--- config.mk ---
export PLATFORM = sky130hd
export DESIGN_NAME = prts_ctrl
export DESIGN_NICKNAME = d
export VERILOG_FILES = /design/src/prts_pkg.sv /design/src/prts_ctrl.sv
export SDC_FILE = /design/constraint.sdc
export NUM_CORES = 1
export LEC_CHECK = 0
export BUFFER_PORTS_ARGS = -buffer_cell sky130_fd_sc_hd__buf_2
export CAP_MARGIN = 20
export CORE_AREA = 2 2 39 41
export DETAILED_ROUTE_END_ITERATION = 8
export DIE_AREA = 0 0 41 43
export SLEW_MARGIN = 20
export SYNTH_ARGS = -nofsm -noshare
export SYNTH_HDL_FRONTEND = slang
export SYNTH_SLANG_ARGS = --single-unit
--- constraint.sdc ---
create_clock -name i_clk -period 3.4 [get_ports i_clk]
set_input_delay 0.85 -clock i_clk [delete_from_list [all_inputs] [get_ports i_clk]]
set_output_delay 0.85 -clock i_clk [all_outputs]
set_load 0.01 [all_outputs]
--- src/prts_pkg.sv ---
package prts_pkg;

    // Width of a page number as carried on the channels.
    localparam int unsigned PAGE_W = 12;

    // Default table depth.
    localparam int unsigned NUM_PAGES_DEF = 4096;

    // Operation codes of the func field.
    localparam logic FUNC_LOOKUP = 1'b0;
    localparam logic FUNC_SWAP   = 1'b1;

    // Controller states.
    typedef enum logic [2:0] {
        S_CLEAR,
        S_IDLE,
        S_READ,
        S_WR0,
        S_WR1,
        S_HOLD
    } t_state;

    // Commands from the controller to the datapath.
    typedef struct packed {
        logic capture;    // take the accepted transaction into the item registers
        logic rd;         // read both tables at page_a and page_b
        logic wr;         // write-back step of a swap
        logic wr_second;  // selects the second pair of writes
        logic clr;        // write one identity entry of the clearing pass
        logic load_out;   // load the result register
    } t_cmd;

    // Status from the datapath to the controller.
    typedef struct packed {
        logic clr_last;   // clearing pass is at its last entry
        logic out_free;   // result register can take a new result this cycle
    } t_status;

endpackage

--- src/prts_ctrl.sv ---
module prts_ctrl (
    input  logic              i_clk,
    input  logic              i_rst_n,
    input  logic              i_req_valid,
    output logic              o_req_ready,
    input  prts_pkg::t_status i_status,
    output prts_pkg::t_cmd    o_cmd
);
    import prts_pkg::*;

    t_state r_state;
    t_state n_state;

    // State register; reset starts the clearing pass.
    always_ff @(posedge i_clk) begin
        if (!i_rst_n) begin
            r_state <= S_CLEAR;
        end else begin
            r_state <= n_state;
        end
    end

    // Next state and commands.
    always_comb begin
        n_state     = r_state;
        o_cmd       = '0;
        o_req_ready = 1'b0;
        unique case (r_state)
            S_CLEAR: begin
                o_cmd.clr = 1'b1;
                if (i_status.clr_last) begin
                    n_state = S_IDLE;
                end
            end
            S_IDLE: begin
                o_req_ready   = 1'b1;
                o_cmd.capture = i_req_valid;
                if (i_req_valid) begin
                    n_state = S_READ;
                end
            end
            S_READ: begin
                o_cmd.rd = 1'b1;
                n_state  = S_WR0;
            end
            S_WR0: begin
                o_cmd.wr = 1'b1;
                n_state  = S_WR1;
            end
            S_WR1: begin
                o_cmd.wr        = 1'b1;
                o_cmd.wr_second = 1'b1;
                if (i_status.out_free) begin
                    o_cmd.load_out = 1'b1;
                    n_state        = S_IDLE;
                end else begin
                    n_state = S_HOLD;
                end
            end
            S_HOLD: begin
                if (i_status.out_free) begin
                    o_cmd.load_out = 1'b1;
                    n_state        = S_IDLE;
                end
            end
            default: begin
                n_state = S_IDLE;
            end
        endcase
    end

    // A swap never writes the tables before the clearing pass is over.
    a_no_early_write: assert property (@(posedge i_clk) disable iff (!i_rst_n)
        o_cmd.wr |-> $past(r_state) != S_CLEAR || $past(i_status.clr_last))
        else $error("table write during clearing pass");

    // An accepted transaction always leads to a table read in the next cycle.
    a_accept_reads: assert property (@(posedge i_clk) disable iff (!i_rst_n)
        (i_req_valid && o_req_ready) |=> o_cmd.rd)
        else $error("accepted transaction not followed by a read");

endmodule

==> flow_summary.json <==
{
  "insertion_delay_ns": 0.23,
  "gp_congestion": 0.615,
  "finalClockSkew_ns": 0.00276,
  "syn_area_um2": 205,
  "grt_antenna_before_repair": 0,
  "cts-root-buf": "clkbuf_4",
  "drv_slew": 0,
  "hold_path.class": "reg -> reg",
  "first_global_vias": 183,
  "fin_crit_sh": 0.634,
  "layout-drive-gt1-share": 0.395,
  "cp-start-kind": "flip-flop",
  "final_design_area_no_fill_um2": 285,
  "rows": 14,
  "rsz0062_at_grt": "no",
  "first_pass_iters": 1,
  "synth_enable_flop_cells": 0,
  "portBuffers": 11,
  "die_y_um": 43,
  "cts_num_sinks": 3,
  "p_per_area_mw_per_mm2": 442,
  "worstReg2RegStart": "r_state[1]$_SDFFE_PN0P_",
  "syn_to_final_growth_pct": 39.0,
  "core_area_mm2": 0.00138,
  "pwr-share-comb": 0.163,
  "drt-total-wl_um": 460,
  "dieWidth_um": 41,
  "cellLeakagePower_nw": 0.139,
  "critPathLaunch": "r_state[2]$_SDFFE_PN0P_",
  "drc_errors": 0,
  "drv_cap": 0,
  "ys_ff_latch": 3,
  "cts_max_level": 1,
  "arrival_ns": 1.31,
  "antennaDiodeCount": 0,
  "dieArea_mm2": 0.00176,
  "worstMarginPinSlew_ns": 0.296,
  "synth_top_area_cell": "dfxtp_1",
  "start_util": 0.148,
  "status": "finished clean",
  "nNetsFinal": 44,
  "top_register": "r_state",
  "drtIter0Drc": 0,
  "seq_power_share": 0.341,
  "ys_top_cells_by_area": "dfxtp_1 (29%), nand3b_1 (7.3%), nor3b_1 (7.3%)",
  "cts_resized": 0,
  "clockBufferDepth": 2,
  "largest_reg_flops": 3,
  "crit_fanout": 9,
  "grt_max_degree": 11,
  "cts_hold_buf": 0,
  "setup_tns_ns": 0,
  "yosys_warnings": 0,
  "ff_latch_area_um2": 60.1,
  "vias": 216,
  "fmaxAchievable_mhz": 464,
  "ys_types": 18,
  "internal_power_mw": 0.0930,
  "route.detailed.wl_per_inst_um": 8.52,
  "netlist.area_leader.share": 0.293,
  "switching_share": 0.263,
  "post-cts-setup-buffers": 0,
  "placed_area_um2": 259,
  "synth-seq-area-share": 0.293,
  "clk_pin_slew_ns": 0.04,
  "syn_inst": 26,
  "hold_viol": 0,
  "max_slew_margin": 0.802,
  "top_regs": "r_state x3",
  "p_switching_mw": 0.0332,
  "overflow": 0,
  "avgSynthCellArea_um2": 7.89,
  "required_ns": 2.55,
  "hp-start": "r_state[2]$_SDFFE_PN0P_",
  "syn_nets": 31,
  "antenna_left": 0,
  "numCtsBuffers": 3,
  "endpoint_kind": "output port",
  "fill_cells": 161,
  "layout_min_cycle_time_ns": 2.16,
  "cts_tree": "yes",
  "synth-main-ff-cell": "dfxtp_1",
  "multi_input_area_um2": 113,
  "vias_per_cell": 4.00,
  "pwr-share-clk": 0.495,
  "grt_pass1_wl_um": 717,
  "vdd_drop_max_uv": 98.5,
  "grt_usage": 0.0753,
  "async_flop_share": 0,
  "ios": 12,
  "setup-violations-final": 0,
  "critPathKind": "reg -> out"
}
-- cell families (layout without fill, tap and decap cells) --
group | count (synthesis) | in the layout | synth area share
DFF | 3 | 3 | 0.293
AOI/OAI and AO/OA | 4 | 4 | 0.134
buffers and inverters | 6 | 18 | 0.158
and+or+nand+nor | 13 | 13 | 0.415
-- final cells by class --
cell class                      instances  area share
Clock buffer                            4      0.0921
Inverter                                3      0.0395
Multi-Input combinational cell         17       0.395
Sequential cell                         3       0.211
Tap cell                               16      0.0702
Timing Repair Buffer                   11       0.193
-- Yosys cell counts (2+ instances only) --
library cell  instances
nor3b_1               2
inv_1                 3
dfxtp_1               3
nand3b_1              2
nor2_1                3
-- through the flow --
| step | power (mW) | instances | worst slack (ns) | util | hold slack (ns) |
|---|---|---|---|---|---|
| final | 0.126 | 54 | 1.24 | 0.206 | 0.589 |
| after detailed placement | 0.0643 | 50 | 1.33 | 0.187 | 0.588 |
| after global routing | 0.138 | 54 | 1.09 | 0.206 | 0.646 |
| after CTS | 0.130 | 54 | 1.23 | 0.206 | 0.593 |
| after global placement | 0.0641 | 50 | 1.34 | 0.187 | 0.567 |
| after floorplan | 0.0574 | 26 | 1.51 | - | 0.540 |
-- cells in the final DEF, fill, tap and decap left out --
cell / instances
buf_2: 11
nor2_1: 3
inv_1: 3
clkbuf_4: 3
dfxtp_1: 3
nand3b_1: 2
nor3b_1: 2
or2b_2: 1
o21ai_0: 1
nor3_1: 1
and2_1: 1
or4_1: 1
o311a_1: 1
or3b_1: 1
a21oi_1: 1
or2b_1: 1
a211oi_1: 1
clkbuf_1: 1
-- per-layer routing --
metal / global-route usage / share of wire
met2: 0.0719 / 0.39
met5: 0 / 0
met4: 0.160 / 0.083
met1: 0.0675 / 0.43
met3: 0.0366 / 0.098
-- power by group through the flow --
stage / Clock [mW] / Combinational, mW / Sequential [mW]
3_5_place_dp: 0 / 0.0208 / 0.0435
6_report: 0.0625 / 0.0206 / 0.0431
2_1_floorplan: 0 / 0.0186 / 0.0388
3_3_place_gp: 0 / 0.0207 / 0.0434
4_1_cts: 0.0656 / 0.0210 / 0.0429
5_1_grt: 0.0722 / 0.0227 / 0.0436
-- critical path: stages, from the launching register on --
cell and delay, ns:
dfxtp_1 0.45, or2b_2 0.34, o21ai_0 0.13, buf_2 0.15
-- worst paths after layout --
kind,end,cells past startpoint,slack [ns]
hold / removal,r_state[1]$_SDFFE_PN0P_,1,0.59
setup / recovery,o_cmd[3],3,1.24
hold reg to reg,r_state[1]$_SDFFE_PN0P_,1,0.59
setup reg to reg,r_state[0]$_SDFFE_PN0P_,2,2.24
Note: power is estimated with default switching activity, not from simulation.
